**src/sv/tcfe_pkg.sv**
```systemverilog
// Shared types, constants and the microcode program of the trainer channel frame encoder.
package tcfe_pkg;

   localparam int CHANNEL_COUNT_DEFAULT = 8;

   localparam int VALUE_W = 12;
   localparam int BYTE_W  = 8;
   localparam int INDEX_W = 4;
   localparam int CSR_INDEX_W = 4;

   localparam logic [VALUE_W-1:0] RESET_CENTER = 12'd1500;
   localparam logic [BYTE_W-1:0]  RESET_FLAG   = 8'd126;
   localparam logic [BYTE_W-1:0]  RESET_ESCAPE = 8'd125;
   localparam logic [BYTE_W-1:0]  RESET_MASK   = 8'd32;
   localparam logic [BYTE_W-1:0]  FRAME_TYPE   = 8'h80;

   localparam logic [CSR_INDEX_W-1:0] REG_CENTER = 4'd0;
   localparam logic [CSR_INDEX_W-1:0] REG_FLAG   = 4'd1;
   localparam logic [CSR_INDEX_W-1:0] REG_ESCAPE = 4'd2;
   localparam logic [CSR_INDEX_W-1:0] REG_MASK   = 4'd3;

   localparam int STEP_W = 3;
   typedef logic [STEP_W-1:0] step_type;

   localparam step_type STEP_HEAD = 3'd0;
   localparam step_type STEP_TYPE = 3'd1;
   localparam step_type STEP_B0   = 3'd2;
   localparam step_type STEP_B1   = 3'd3;
   localparam step_type STEP_B2   = 3'd4;
   localparam step_type STEP_CSUM = 3'd5;
   localparam step_type STEP_TAIL = 3'd6;

   typedef enum logic [1:0] {
      SRC_FLAG = 2'd0,
      SRC_TYPE = 2'd1,
      SRC_DATA = 2'd2,
      SRC_CSUM = 2'd3
   } byte_src_type;

   typedef enum logic [1:0] {
      SEL_B0 = 2'd0,
      SEL_B1 = 2'd1,
      SEL_B2 = 2'd2
   } data_sel_type;

   typedef struct packed {
      byte_src_type src;
      data_sel_type sel;
      logic         csum_clr;
      logic         pair_clr;
      logic         fetch;
      logic         pair_adv;
      logic         jump_more;
      step_type     target;
      logic         last;
      logic         done;
   } ucode_word_type;

   typedef struct packed {
      logic           active;
      ucode_word_type cw;
   } seq_ctrl_type;

   typedef struct packed {
      logic hold;
      logic pair_last;
   } dp_status_type;

   typedef struct packed {
      logic [VALUE_W-1:0] center;
      logic [BYTE_W-1:0]  flag;
      logic [BYTE_W-1:0]  escape;
      logic [BYTE_W-1:0]  mask;
   } cfg_type;

   // The frame program: one control word per step.
   function automatic ucode_word_type ucode_rom(input step_type step);
      ucode_word_type w;
      w        = '0;
      w.src    = SRC_FLAG;
      w.sel    = SEL_B0;
      w.target = STEP_HEAD;
      unique case (step)
         STEP_HEAD: begin
            w.src      = SRC_FLAG;
            w.csum_clr = 1'b1;
            w.pair_clr = 1'b1;
         end
         STEP_TYPE: begin
            w.src   = SRC_TYPE;
            w.fetch = 1'b1;
         end
         STEP_B0: begin
            w.src = SRC_DATA;
            w.sel = SEL_B0;
         end
         STEP_B1: begin
            w.src = SRC_DATA;
            w.sel = SEL_B1;
         end
         STEP_B2: begin
            w.src       = SRC_DATA;
            w.sel       = SEL_B2;
            w.fetch     = 1'b1;
            w.pair_adv  = 1'b1;
            w.jump_more = 1'b1;
            w.target    = STEP_B0;
         end
         STEP_CSUM: begin
            w.src = SRC_CSUM;
         end
         STEP_TAIL: begin
            w.src  = SRC_FLAG;
            w.last = 1'b1;
            w.done = 1'b1;
         end
         default: begin
            w.done = 1'b1;
         end
      endcase
      return w;
   endfunction

endpackage

```
**src/sv/trainer_channel_frame_encoder.sv**
```systemverilog
// Top level of the trainer channel frame encoder: ports, control registers and wiring.
//
// The block keeps CHANNEL_COUNT 12-bit channel values and turns them into byte-stuffed
// frames. A request is taken on a rising edge with start high and busy low. A set
// request (req_type 0) writes one channel as it is taken and raises no busy; a
// value of zero stores the current center value and an index at or above CHANNEL_COUNT
// is dropped. A send request (req_type 1) raises busy for the frame: a flag byte, the
// type byte 0x80, three bytes per channel pair, the XOR checksum and a closing flag
// byte marked by rsp_last_byte. The microcode program has a head step, a type step,
// three data steps per channel pair, a checksum step and a tail step. Each step emits
// one byte, but a data step that needs escaping is held so that it emits the escape
// byte first and then the masked data byte. Each byte appears on rsp_frame_byte for
// exactly one cycle with rsp_strobe high, in the cycle after the step that made it, as
// the byte is registered, and a frame's first beat comes from its head step; the
// receiver cannot stall, so it must take every beat as it comes. A new
// request may be taken the cycle busy falls, while the closing beat is still on the
// result ports. The control registers are written through the csr_ channel, which is
// always ready; writes to an unknown index are ignored, and registers should only
// change while the block is idle.
module trainer_channel_frame_encoder #(
   parameter int CHANNEL_COUNT = tcfe_pkg::CHANNEL_COUNT_DEFAULT
) (
   input  logic                                clock,
   input  logic                                reset,

   input  logic                                start,
   output logic                                busy,
   input  logic                                req_type,
   input  logic [tcfe_pkg::INDEX_W-1:0]        req_channel_index,
   input  logic [tcfe_pkg::VALUE_W-1:0]        req_channel_value,

   output logic                                rsp_strobe,
   output logic [tcfe_pkg::BYTE_W-1:0]         rsp_frame_byte,
   output logic                                rsp_last_byte,

   input  logic                                csr_valid,
   output logic                                csr_ready,
   input  logic [tcfe_pkg::CSR_INDEX_W-1:0]    csr_index,
   input  logic [tcfe_pkg::VALUE_W-1:0]        csr_wdata
);

   tcfe_pkg::cfg_type       cfg_ff;
   tcfe_pkg::seq_ctrl_type  ctrl;
   tcfe_pkg::dp_status_type status;
   logic                    accept;
   logic                    set_en;
   logic                    frame_go;

   // A beat on the request channel is taken only while no frame is running.
   assign accept   = start && !busy;
   assign set_en   = accept && !req_type;
   assign frame_go = start && req_type;

   // The control register file always takes a write in the cycle it is offered.
   assign csr_ready = 1'b1;

   always_ff @(posedge clock) begin
      if (reset) begin
         cfg_ff.center <= tcfe_pkg::RESET_CENTER;
         cfg_ff.flag   <= tcfe_pkg::RESET_FLAG;
         cfg_ff.escape <= tcfe_pkg::RESET_ESCAPE;
         cfg_ff.mask   <= tcfe_pkg::RESET_MASK;
      end else if (csr_valid && csr_ready) begin
         unique case (csr_index)
            tcfe_pkg::REG_CENTER: cfg_ff.center <= csr_wdata;
            tcfe_pkg::REG_FLAG:   cfg_ff.flag   <= csr_wdata[tcfe_pkg::BYTE_W-1:0];
            tcfe_pkg::REG_ESCAPE: cfg_ff.escape <= csr_wdata[tcfe_pkg::BYTE_W-1:0];
            tcfe_pkg::REG_MASK:   cfg_ff.mask   <= csr_wdata[tcfe_pkg::BYTE_W-1:0];
            default: begin
            end
         endcase
      end
   end

   // The sequencer steps through the frame program and stalls on escape holds.
   tcfe_seq u_seq (
      .clock    (clock),
      .reset    (reset),
      .frame_go (frame_go),
      .status   (status),
      .ctrl     (ctrl),
      .busy     (busy)
   );

   // The datapath stores the channels and builds each byte under microcode control.
   tcfe_dp #(
      .CHANNEL_COUNT (CHANNEL_COUNT)
   ) u_dp (
      .clock      (clock),
      .reset      (reset),
      .cfg        (cfg_ff),
      .set_en     (set_en),
      .set_index  (req_channel_index),
      .set_value  (req_channel_value),
      .ctrl       (ctrl),
      .status     (status),
      .out_strobe (rsp_strobe),
      .out_byte   (rsp_frame_byte),
      .out_last   (rsp_last_byte)
   );

`ifndef SYNTHESIS
   // The closing beat is always a real beat.
   a_last_has_strobe: assert property (@(posedge clock) disable iff (reset)
      rsp_last_byte |-> rsp_strobe)
      else $error("last byte flagged without a strobe");
   // A frame's closing beat is never followed directly by another beat.
   a_gap_after_last: assert property (@(posedge clock) disable iff (reset)
      rsp_last_byte |=> !rsp_strobe)
      else $error("beat directly after the closing byte");
   // An accepted send request starts the sequencer.
   a_send_sets_busy: assert property (@(posedge clock) disable iff (reset)
      (accept && req_type) |=> busy)
      else $error("send request did not start a frame");
   // A set request never starts a frame.
   a_set_stays_idle: assert property (@(posedge clock) disable iff (reset)
      set_en |=> !busy)
      else $error("set request raised busy");
`endif

endmodule

```
**src/sv/tcfe_seq.sv**
```systemverilog
// Microcode sequencer: step counter, program table lookup and conditional jumps.
module tcfe_seq (
   input  logic                   clock,
   input  logic                   reset,
   input  logic                   frame_go,
   input  tcfe_pkg::dp_status_type status,
   output tcfe_pkg::seq_ctrl_type  ctrl,
   output logic                   busy
);

   tcfe_pkg::step_type step_ff, step_in;
   logic               busy_ff, busy_in;
   tcfe_pkg::ucode_word_type cw;

   assign cw = tcfe_pkg::ucode_rom(step_ff);

   always_comb begin
      step_in = step_ff;
      busy_in = busy_ff;
      priority if (frame_go && !busy_ff) begin
         busy_in = 1'b1;
         step_in = tcfe_pkg::STEP_HEAD;
      end else if (busy_ff && !status.hold) begin
         priority if (cw.done) begin
            busy_in = 1'b0;
         end else if (cw.jump_more && !status.pair_last) begin
            step_in = cw.target;
         end else begin
            step_in = step_ff + 1'b1;
         end
      end else begin
         step_in = step_ff;
      end
   end

   always_ff @(posedge clock) begin
      if (reset) begin
         busy_ff <= 1'b0;
         step_ff <= tcfe_pkg::STEP_HEAD;
      end else begin
         busy_ff <= busy_in;
         step_ff <= step_in;
      end
   end

   assign ctrl.active = busy_ff;
   assign ctrl.cw     = cw;
   assign busy        = busy_ff;

`ifndef SYNTHESIS
   // A held step never moves the counter.
   a_hold_keeps_step: assert property (@(posedge clock) disable iff (reset)
      (busy_ff && status.hold) |=> (step_ff == $past(step_ff)))
      else $error("step advanced during an escape hold");
   // The program never runs past its last step.
   a_step_in_program: assert property (@(posedge clock) disable iff (reset)
      busy_ff |-> (step_ff <= tcfe_pkg::STEP_TAIL))
      else $error("step counter left the program");
   // Two holds in a row would mean the escape flag failed.
   a_single_hold: assert property (@(posedge clock) disable iff (reset)
      (busy_ff && status.hold) |=> !status.hold)
      else $error("escape hold lasted more than one cycle");
`endif

endmodule

```
**src/sv/tcfe_dp.sv**
```systemverilog
// Datapath: channel store banks, pair fetch, escaping, checksum and result register.
module tcfe_dp #(
   parameter int CHANNEL_COUNT = tcfe_pkg::CHANNEL_COUNT_DEFAULT
) (
   input  logic                              clock,
   input  logic                              reset,
   input  tcfe_pkg::cfg_type                 cfg,
   input  logic                              set_en,
   input  logic [tcfe_pkg::INDEX_W-1:0]      set_index,
   input  logic [tcfe_pkg::VALUE_W-1:0]      set_value,
   input  tcfe_pkg::seq_ctrl_type            ctrl,
   output tcfe_pkg::dp_status_type           status,
   output logic                              out_strobe,
   output logic [tcfe_pkg::BYTE_W-1:0]       out_byte,
   output logic                              out_last
);

   localparam int PAIR_COUNT = (CHANNEL_COUNT + 1) / 2;
   localparam int ODD_DEPTH  = CHANNEL_COUNT / 2;
   localparam int EVEN_W     = (PAIR_COUNT > 1) ? $clog2(PAIR_COUNT) : 1;
   localparam int ODD_W      = (ODD_DEPTH > 1) ? $clog2(ODD_DEPTH) : 1;

   localparam int VW = tcfe_pkg::VALUE_W;
   localparam int BW = tcfe_pkg::BYTE_W;

   // Even channels live in one bank, odd channels in the other, one row per pair.
   logic [VW-1:0]         mem_even_ff [PAIR_COUNT];
   logic [VW-1:0]         mem_odd_ff  [ODD_DEPTH];
   logic [PAIR_COUNT-1:0] vld_even_ff;
   logic [ODD_DEPTH-1:0]  vld_odd_ff;

   logic [VW-1:0] rd_even_ff, rd_odd_ff;
   logic          rd_even_vld_ff, rd_odd_vld_ff, rd_odd_rng_ff;

   logic [EVEN_W-1:0] pair_ff, pair_in;
   logic [BW-1:0]     csum_ff, csum_in;
   logic              esc_pend_ff;
   logic              strobe_ff;
   logic [BW-1:0]     byte_ff, byte_in;
   logic              last_ff;

   logic              set_rng;
   logic [EVEN_W-1:0] wr_row;
   logic [VW-1:0]     wr_val;
   logic              pair_last;
   logic [EVEN_W-1:0] rd_addr;
   logic              fetch_en;
   logic [VW-1:0]     ch_a, ch_b;
   logic [BW-1:0]     raw;
   logic              esc_need;
   logic              go;
   tcfe_pkg::ucode_word_type cw;

   assign cw = ctrl.cw;

   assign set_rng = ({1'b0, set_index} < (tcfe_pkg::INDEX_W + 1)'(CHANNEL_COUNT));
   assign wr_row  = EVEN_W'(set_index[tcfe_pkg::INDEX_W-1:1]);
   assign wr_val  = (set_value == '0) ? cfg.center : set_value;

   assign pair_last = (pair_ff == EVEN_W'(PAIR_COUNT - 1));
   assign rd_addr   = cw.pair_adv ? (pair_ff + 1'b1) : pair_ff;
   assign go        = ctrl.active && !esc_need;
   assign fetch_en  = ctrl.active && cw.fetch && (!cw.pair_adv || (go && !pair_last));

   always_ff @(posedge clock) begin
      if (set_en && set_rng && !set_index[0]) begin
         mem_even_ff[wr_row] <= wr_val;
      end
      if (set_en && set_rng && set_index[0]) begin
         mem_odd_ff[ODD_W'(wr_row)] <= wr_val;
      end
      if (fetch_en) begin
         rd_even_ff     <= mem_even_ff[rd_addr];
         rd_even_vld_ff <= vld_even_ff[rd_addr];
         rd_odd_ff      <= mem_odd_ff[ODD_W'(rd_addr)];
         rd_odd_vld_ff  <= vld_odd_ff[ODD_W'(rd_addr)];
         rd_odd_rng_ff  <= ({1'b0, rd_addr} < (EVEN_W + 1)'(ODD_DEPTH));
      end
   end

   always_ff @(posedge clock) begin
      if (reset) begin
         vld_even_ff <= '0;
         vld_odd_ff  <= '0;
      end else begin
         if (set_en && set_rng && !set_index[0]) begin
            vld_even_ff[wr_row] <= 1'b1;
         end
         if (set_en && set_rng && set_index[0]) begin
            vld_odd_ff[ODD_W'(wr_row)] <= 1'b1;
         end
      end
   end

   // A row never written reads as the reset center value.
   assign ch_a = rd_even_vld_ff ? rd_even_ff : tcfe_pkg::RESET_CENTER;
   assign ch_b = !rd_odd_rng_ff ? '0 :
                 (rd_odd_vld_ff ? rd_odd_ff : tcfe_pkg::RESET_CENTER);

   always_comb begin
      unique case (cw.sel)
         tcfe_pkg::SEL_B0: raw = ch_a[7:0];
         tcfe_pkg::SEL_B1: raw = {ch_a[11:8], ch_b[7:4]};
         tcfe_pkg::SEL_B2: raw = {ch_b[3:0], ch_b[11:8]};
         default:          raw = ch_a[7:0];
      endcase
   end

   assign esc_need = ctrl.active && (cw.src == tcfe_pkg::SRC_DATA) && !esc_pend_ff &&
                     ((raw == cfg.flag) || (raw == cfg.escape));

   always_comb begin
      unique case (cw.src)
         tcfe_pkg::SRC_FLAG: byte_in = cfg.flag;
         tcfe_pkg::SRC_TYPE: byte_in = tcfe_pkg::FRAME_TYPE;
         tcfe_pkg::SRC_DATA: byte_in = esc_need ? cfg.escape :
                                       (esc_pend_ff ? (raw ^ cfg.mask) : raw);
         tcfe_pkg::SRC_CSUM: byte_in = csum_ff;
         default:            byte_in = cfg.flag;
      endcase
   end

   always_comb begin
      csum_in = csum_ff;
      priority if (ctrl.active && cw.csum_clr) begin
         csum_in = '0;
      end else if (ctrl.active && (cw.src == tcfe_pkg::SRC_TYPE)) begin
         csum_in = csum_ff ^ tcfe_pkg::FRAME_TYPE;
      end else if (go && (cw.src == tcfe_pkg::SRC_DATA)) begin
         csum_in = csum_ff ^ raw;
      end else begin
         csum_in = csum_ff;
      end
   end

   always_comb begin
      pair_in = pair_ff;
      priority if (ctrl.active && cw.pair_clr) begin
         pair_in = '0;
      end else if (go && cw.pair_adv && !pair_last) begin
         pair_in = pair_ff + 1'b1;
      end else begin
         pair_in = pair_ff;
      end
   end

   always_ff @(posedge clock) begin
      if (reset) begin
         pair_ff     <= '0;
         csum_ff     <= '0;
         esc_pend_ff <= 1'b0;
         strobe_ff   <= 1'b0;
         last_ff     <= 1'b0;
      end else begin
         pair_ff     <= pair_in;
         csum_ff     <= csum_in;
         esc_pend_ff <= esc_need;
         strobe_ff   <= ctrl.active;
         last_ff     <= ctrl.active && cw.last;
      end
   end

   always_ff @(posedge clock) begin
      byte_ff <= byte_in;
   end

   assign status.hold      = esc_need;
   assign status.pair_last = pair_last;
   assign out_strobe       = strobe_ff;
   assign out_byte         = byte_ff;
   assign out_last         = last_ff;

`ifndef SYNTHESIS
   // After an escape byte the masked data byte follows at once.
   a_escape_followed: assert property (@(posedge clock) disable iff (reset)
      esc_need |=> (ctrl.active && esc_pend_ff && !esc_need))
      else $error("escape byte not followed by its data byte");
   // The pair index only moves while a frame runs.
   a_pair_quiet: assert property (@(posedge clock) disable iff (reset)
      !ctrl.active |=> (pair_ff == $past(pair_ff)))
      else $error("pair index moved while idle");
   // The closing byte is the flag byte.
   a_last_is_flag: assert property (@(posedge clock) disable iff (reset)
      last_ff |-> (strobe_ff && (byte_ff == cfg.flag)))
      else $error("closing byte differs from the flag byte");
`endif

endmodule

```
**config.mk**
```make
export PLATFORM = sky130hd
export DESIGN_NAME = trainer_channel_frame_encoder
export DESIGN_NICKNAME = d
export VERILOG_FILES = /design/src/sv/tcfe_pkg.sv /design/src/sv/trainer_channel_frame_encoder.sv /design/src/sv/tcfe_seq.sv /design/src/sv/tcfe_dp.sv
export SDC_FILE = /design/constraint.sdc
export NUM_CORES = 1
export LEC_CHECK = 0
export BUFFER_PORTS_ARGS = -buffer_cell sky130_fd_sc_hd__buf_2
export CAP_MARGIN = 20
export CORE_UTILIZATION = 44
export DETAILED_ROUTE_END_ITERATION = 6
export PLACE_DENSITY_LB_ADDON = 0.1
export SLEW_MARGIN = 20
export SYNTH_ARGS = -nofsm -noshare
export SYNTH_HDL_FRONTEND = slang
export SYNTH_HIERARCHICAL = 1
export SYNTH_SLANG_ARGS = --single-unit
```
**constraint.sdc**
```tcl
create_clock -name clock -period 10.3 [get_ports clock]
set_input_delay 1.03 -clock clock [delete_from_list [all_inputs] [get_ports clock]]
set_output_delay 1.03 -clock clock [all_outputs]
set_load 0.005 [all_outputs]
```
After elaboration in Yosys (flattened, before gate mapping):

Memories as Yosys holds them, arrays and structs flattened. A register that Yosys moved wholly into a read port is not among the register bits.
Cells that the tools add are included.

* register bits after elaboration: 71
* bits in latches: 0
* RAM bits: 96
* ROM bits: 0
* input bits: 37
* logic and storage cells: 130
* memories: 2

* add/subtract/negate cells: 2
* multipliers: 0
* divide/modulo/power cells: 0
* magnitude comparators: 4
* eq/ne operators: 18
* shift operators: 0
* mux-type cells: 30
* bitwise gates (word level): 6
* reductions and logical operators: 51

Memory list
* u_dp.mem_even_ff: depth 4, bits a word 12, read ports 1, clocked after Yosys merged registers in 1, write ports 1, RTL line tcfe_dp.sv:27 `logic [VW-1:0] mem_even_ff [PAIR_COUNT];`
* u_dp.mem_odd_ff: depth 4, bits a word 12, read ports 1, clocked after Yosys merged registers in 1, write ports 1, RTL line tcfe_dp.sv:28 `logic [VW-1:0] mem_odd_ff [ODD_DEPTH];`

Operators by type and width (count)
* $mux W12: 3
* $mux W8: 4
* $pmux W8 S4: 1
* $logic_and A1 B1 Y1: 23
* $eq A8 B8 Y1: 2
* $pmux W8 S2: 1
* $xor A8 B8 Y8: 2
* $reduce_and A2 Y1: 7
* $logic_not A12 Y1: 1
* $mux W1: 12
* $eq A3 B3 Y1 const B: 3
* $eq A2 B2 Y1 const B: 4
* $eq A4 B2 Y1 const B: 2
* $or A4 B4 Y4: 2
* $reduce_or A2 Y1: 4
* $logic_not A1 Y1: 7
* $eq A3 B2 Y1 const B: 2
* $lt A2 B3 Y1 const B: 2
* $pmux W2 S3: 1
* $reduce_or A6 Y1: 1
* $mux W5: 1
* $bmux W1 S2: 2
* $eq A2 B1 Y1 const B: 2
* $eq A4 B1 Y1 const B: 1
* 17 further kinds: 21

Longest topological paths before layout:

* word-level depth: 12
* depth in mapped cells: 20
* gate-level depth less buffers: 17

Modules after synthesis:

Netlist, hierarchy kept.

Modules (own cells, without submodules)
* tcfe_dp: times used 1, cells each 468, area each 6786.5 um2, sequential area each 4244.1 um2
* trainer_channel_frame_encoder: times used 1, cells each 151, area each 1525.2 um2, sequential area each 720.7 um2
* tcfe_seq: times used 1, cells each 45, area each 360.3 um2, sequential area each 80.1 um2

Worst setup path after synthesis:

OpenSTA, ideal clock, no wires.

* path type: reg2reg
* start point: register u_seq.step_ff[0]
* end point: register u_dp.rd_even_ff[0] (read register of u_dp.mem_even_ff) (enable)
* library setup time: 0.385 ns
* data arrival time: 3.329 ns
* data required time: 9.915 ns
* slack: 6.586 ns
* stages on the path, launching flop included: 17
* path buffers: 3
* period minus slack after synthesis: 3.714 ns
* path through: dfxtp_1 -> ha_1 -> ha_1 -> a21boi_0 -> inv_1 -> ha_1 -> buf_6 -> buf_6 -> nand3_2 -> o221ai_4 -> xnor2_1 -> o2111ai_1 -> nor4_1 -> a41o_2 -> buf_8 -> o21ai_1 -> and3_1

RTL lines
* start: declaration: RTL line tcfe_seq.sv:11 `tcfe_pkg::step_type step_ff, step_in;`
* start signal: assignment: RTL line tcfe_seq.sv:39 `step_ff <= tcfe_pkg::STEP_HEAD;`
* start signal: assignment: RTL line tcfe_seq.sv:42 `step_ff <= step_in;`
* end: declaration: RTL line tcfe_dp.sv:32 `logic [VW-1:0] rd_even_ff, rd_odd_ff;`

==> key figures <==
Route
  – DR vias/cell: 5.45
  – Initial drt markers: 368
  – Via count: 5296
  – Antenna-violating nets left: 0
  – WL per Instance: 19.3 µm
  – Drc violations: 0
  – Post-Route WL: 18.8 mm
  – First-pass iteration count of the detailed router: 5

Pwr
  – Clock power share: 0.437
  – Peak VDD IR: 0.154 mV
  – Sw Share: 0.219
  – Register share of total power: 0.523
  – Power Density: 164 nW/µm²
  – Internal Power: 1.24 mW
  – Logic pwr share: 0.040
  – P_leak: 3.48 nW
  – P_sw: 0.348 mW

Clock tree
  – Cts hold-fix bufs: 0
  – Root buf cell: clkbuf_16
  – Longest Clk Path Bufs: 2
  – Worst skew pair latency: 430 ps
  – Clock sink count: 191
  – CTS resizes: 0
  – Post-CTS Setup Inserts: 0
  – TritonCTS Buffers: 17
  – CTS clk-pin slew, worst paths: 70 ps
  – TritonCTS clock tree: yes
  – H-tree Lvls: 4

Run status
  – Status: finished clean

Cells and area
  – Ant diodes: 0
  – Final Non-Filler Cells: 972
  – Final core utilization: 0.511
  – Nets: 745
  – Layout cells sized above 1: 0.208
  – Area Overhead vs Synth: 12.0%

Floorplanning
  – I/O Pins: 49
  – DIE HEIGHT: 142 µm
  – Core Footprint: 19000 µm²
  – FP Rows: 50
  – Initial Util: 0.456
  – Die Span X: 142 µm
  – Die ar.: 20200 µm²

Placed design
  – RD Place Congestion: 0.876
  – Detailed Place HPWL: 13.1 mm
  – Cells after DPL: 940
  – IO Port Bufs: 47

Logic synthesis
  – Syn_nets: 706
  – Synth Instances: 660
  – Synth warn: 6
  – Mapped cell area: 8650 µm²
  – Avg Synthesized Cell Area: 13.1 µm²

Timing
  – Slew Limit Fails: 0
  – Highest Clock Rate: 218 MHz
  – Slew HR: 0.431
  – Final setup viols: 0
  – Worst-Margin Slew: 854 ps
  – RSZ-0062 raised after global routing: no
  – Clk_skew: 10.5 ps
  – Final Hold Fails: 0
  – Post-Route Setup TNS: 0 ps
  – Period Utilization, post-route: 0.445
  – Tmin final: 4580 ps

GRT
  – First-pass GRT wire length: 29.4 mm
  – Overall Global Routing Usage: 0.198
  – GRT overflow: 0
  – Vias in the first global route: 5346
  – Largest net degree at the start of global routing: 71
  – Initial antenna violation count: 0

Worst setup path
  – Arrival @ worst endpoint: 4690 ps
  – Max FO, Critical Path: 37
  – CP Data Required Time: 10410 ps
  – Startpoint Class: flop
  – Crit. End Element: flop
  – Critical Setup Path Class: flop to flop

Flow run
  – Max-capacitance violation count: 0

Min path
  – Hold Crit Class: flop to flop
[layout by cell type (no fill, tap or decap), types with 4 or more instances in the layout]
master	count
and3b_1	4
mux4_2	26
and2_1	6
a21oi_1	16
xnor2_1	10
clkbuf_16	18
ha_1	9
nand3_1	11
a21o_1	15
mux2i_1	36
nor4_1	5
o31ai_1	4
buf_2	47
buf_4	11
edfxtp_1	122
and3_1	4
nor2_1	64
o21ai_1	8
inv_1	13
nand2_1	37
dfxtp_1	69
nor2b_1	9
nand2b_1	40
a22oi_1	11
xor2_1	6
o22ai_1	5
or3_1	16
o21ai_0	4
nor3_1	4
[stage by stage]
step           hold WS [ps]  instance area (µm²)  worst slack [ps]  power [mW]
2_1_floorplan           435                 8650              6590       0.883
3_3_place_gp            447                 9050              5630       0.908
3_5_place_dp            465                 9050              5500       0.910
4_1_cts                 481                 9680              5480        1.60
5_1_grt                 503                 9680              5260        1.63
6_report                476                 9680              5720        1.59
[area by class of cell]
cell class	instances	area, µm²
fill	1659	9270
sequential	191	5040
multi-input combinational	418	3310
clock buffer	20	468
tap	260	325
timing repair buffer	58	318
clock inverter	12	165
inverter	13	48.8
[power by group through the flow]
stage,sequential [mW],combinational (mW),clock [mW]
2_1_floorplan,0.844,0.0389,0
3_3_place_gp,0.846,0.0623,0
3_5_place_dp,0.846,0.0642,0
4_1_cts,0.829,0.0644,0.709
5_1_grt,0.830,0.0707,0.734
6_report,0.829,0.0638,0.693
[critical path, stage by stage, from the launching register on]
cell	delay (ps)
dfxtp_1	410
ha_1	210
ha_1	140
a21boi_0	260
inv_1	70
ha_1	850
and3b_1	320
nor2_1	60
a2111oi_2	370
o2111ai_1	160
nor4_1	320
a41o_2	540
o21ai_1	110
and3_2	420
[layer usage]
metal | track usage | vias up | share of wire
met4 | 0.0589 | 0 | 0.014
met3 | 0.0404 | 16 | 0.039
met1 | 0.248 | 2620 | 0.44
met2 | 0.343 | 139 | 0.51
met5 | 0 | - | 0
li1 | - | 2521 | -
[sequential cells by signal (all words and copies together) (netlist names)]
signal,flops
cfg_ff,36
u_dp/csum_ff,8
u_dp/esc_pend_ff,1
u_dp/mem_even_ff,48
u_dp/mem_odd_ff,48
u_dp/out_byte,8
u_dp/out_last,1
u_dp/out_strobe,1
u_dp/pair_ff,2
u_dp/rd_even_ff,12
u_dp/rd_even_vld_ff,1
u_dp/rd_odd_ff,12
u_dp/rd_odd_vld_ff,1
u_dp/vld_even_ff,4
u_dp/vld_odd_ff,4
u_seq/busy,1
u_seq/step_ff,3
[path summary, 6_finish.rpt]
check | start | to | slack (ps) | depth (start not counted)
min | u_dp/vld_even_ff[3] | u_dp/vld_even_ff[3] | 480 | 2
max | u_seq/step_ff[1] | u_dp/rd_odd_ff[9] | 5720 | 13
min reg2reg | u_dp/vld_even_ff[3] | u_dp/vld_even_ff[3] | 480 | 2
max reg2reg | u_seq/step_ff[1] | u_dp/rd_odd_ff[9] | 5720 | 13
No activity file was read; power rests on OpenSTA's default activity.
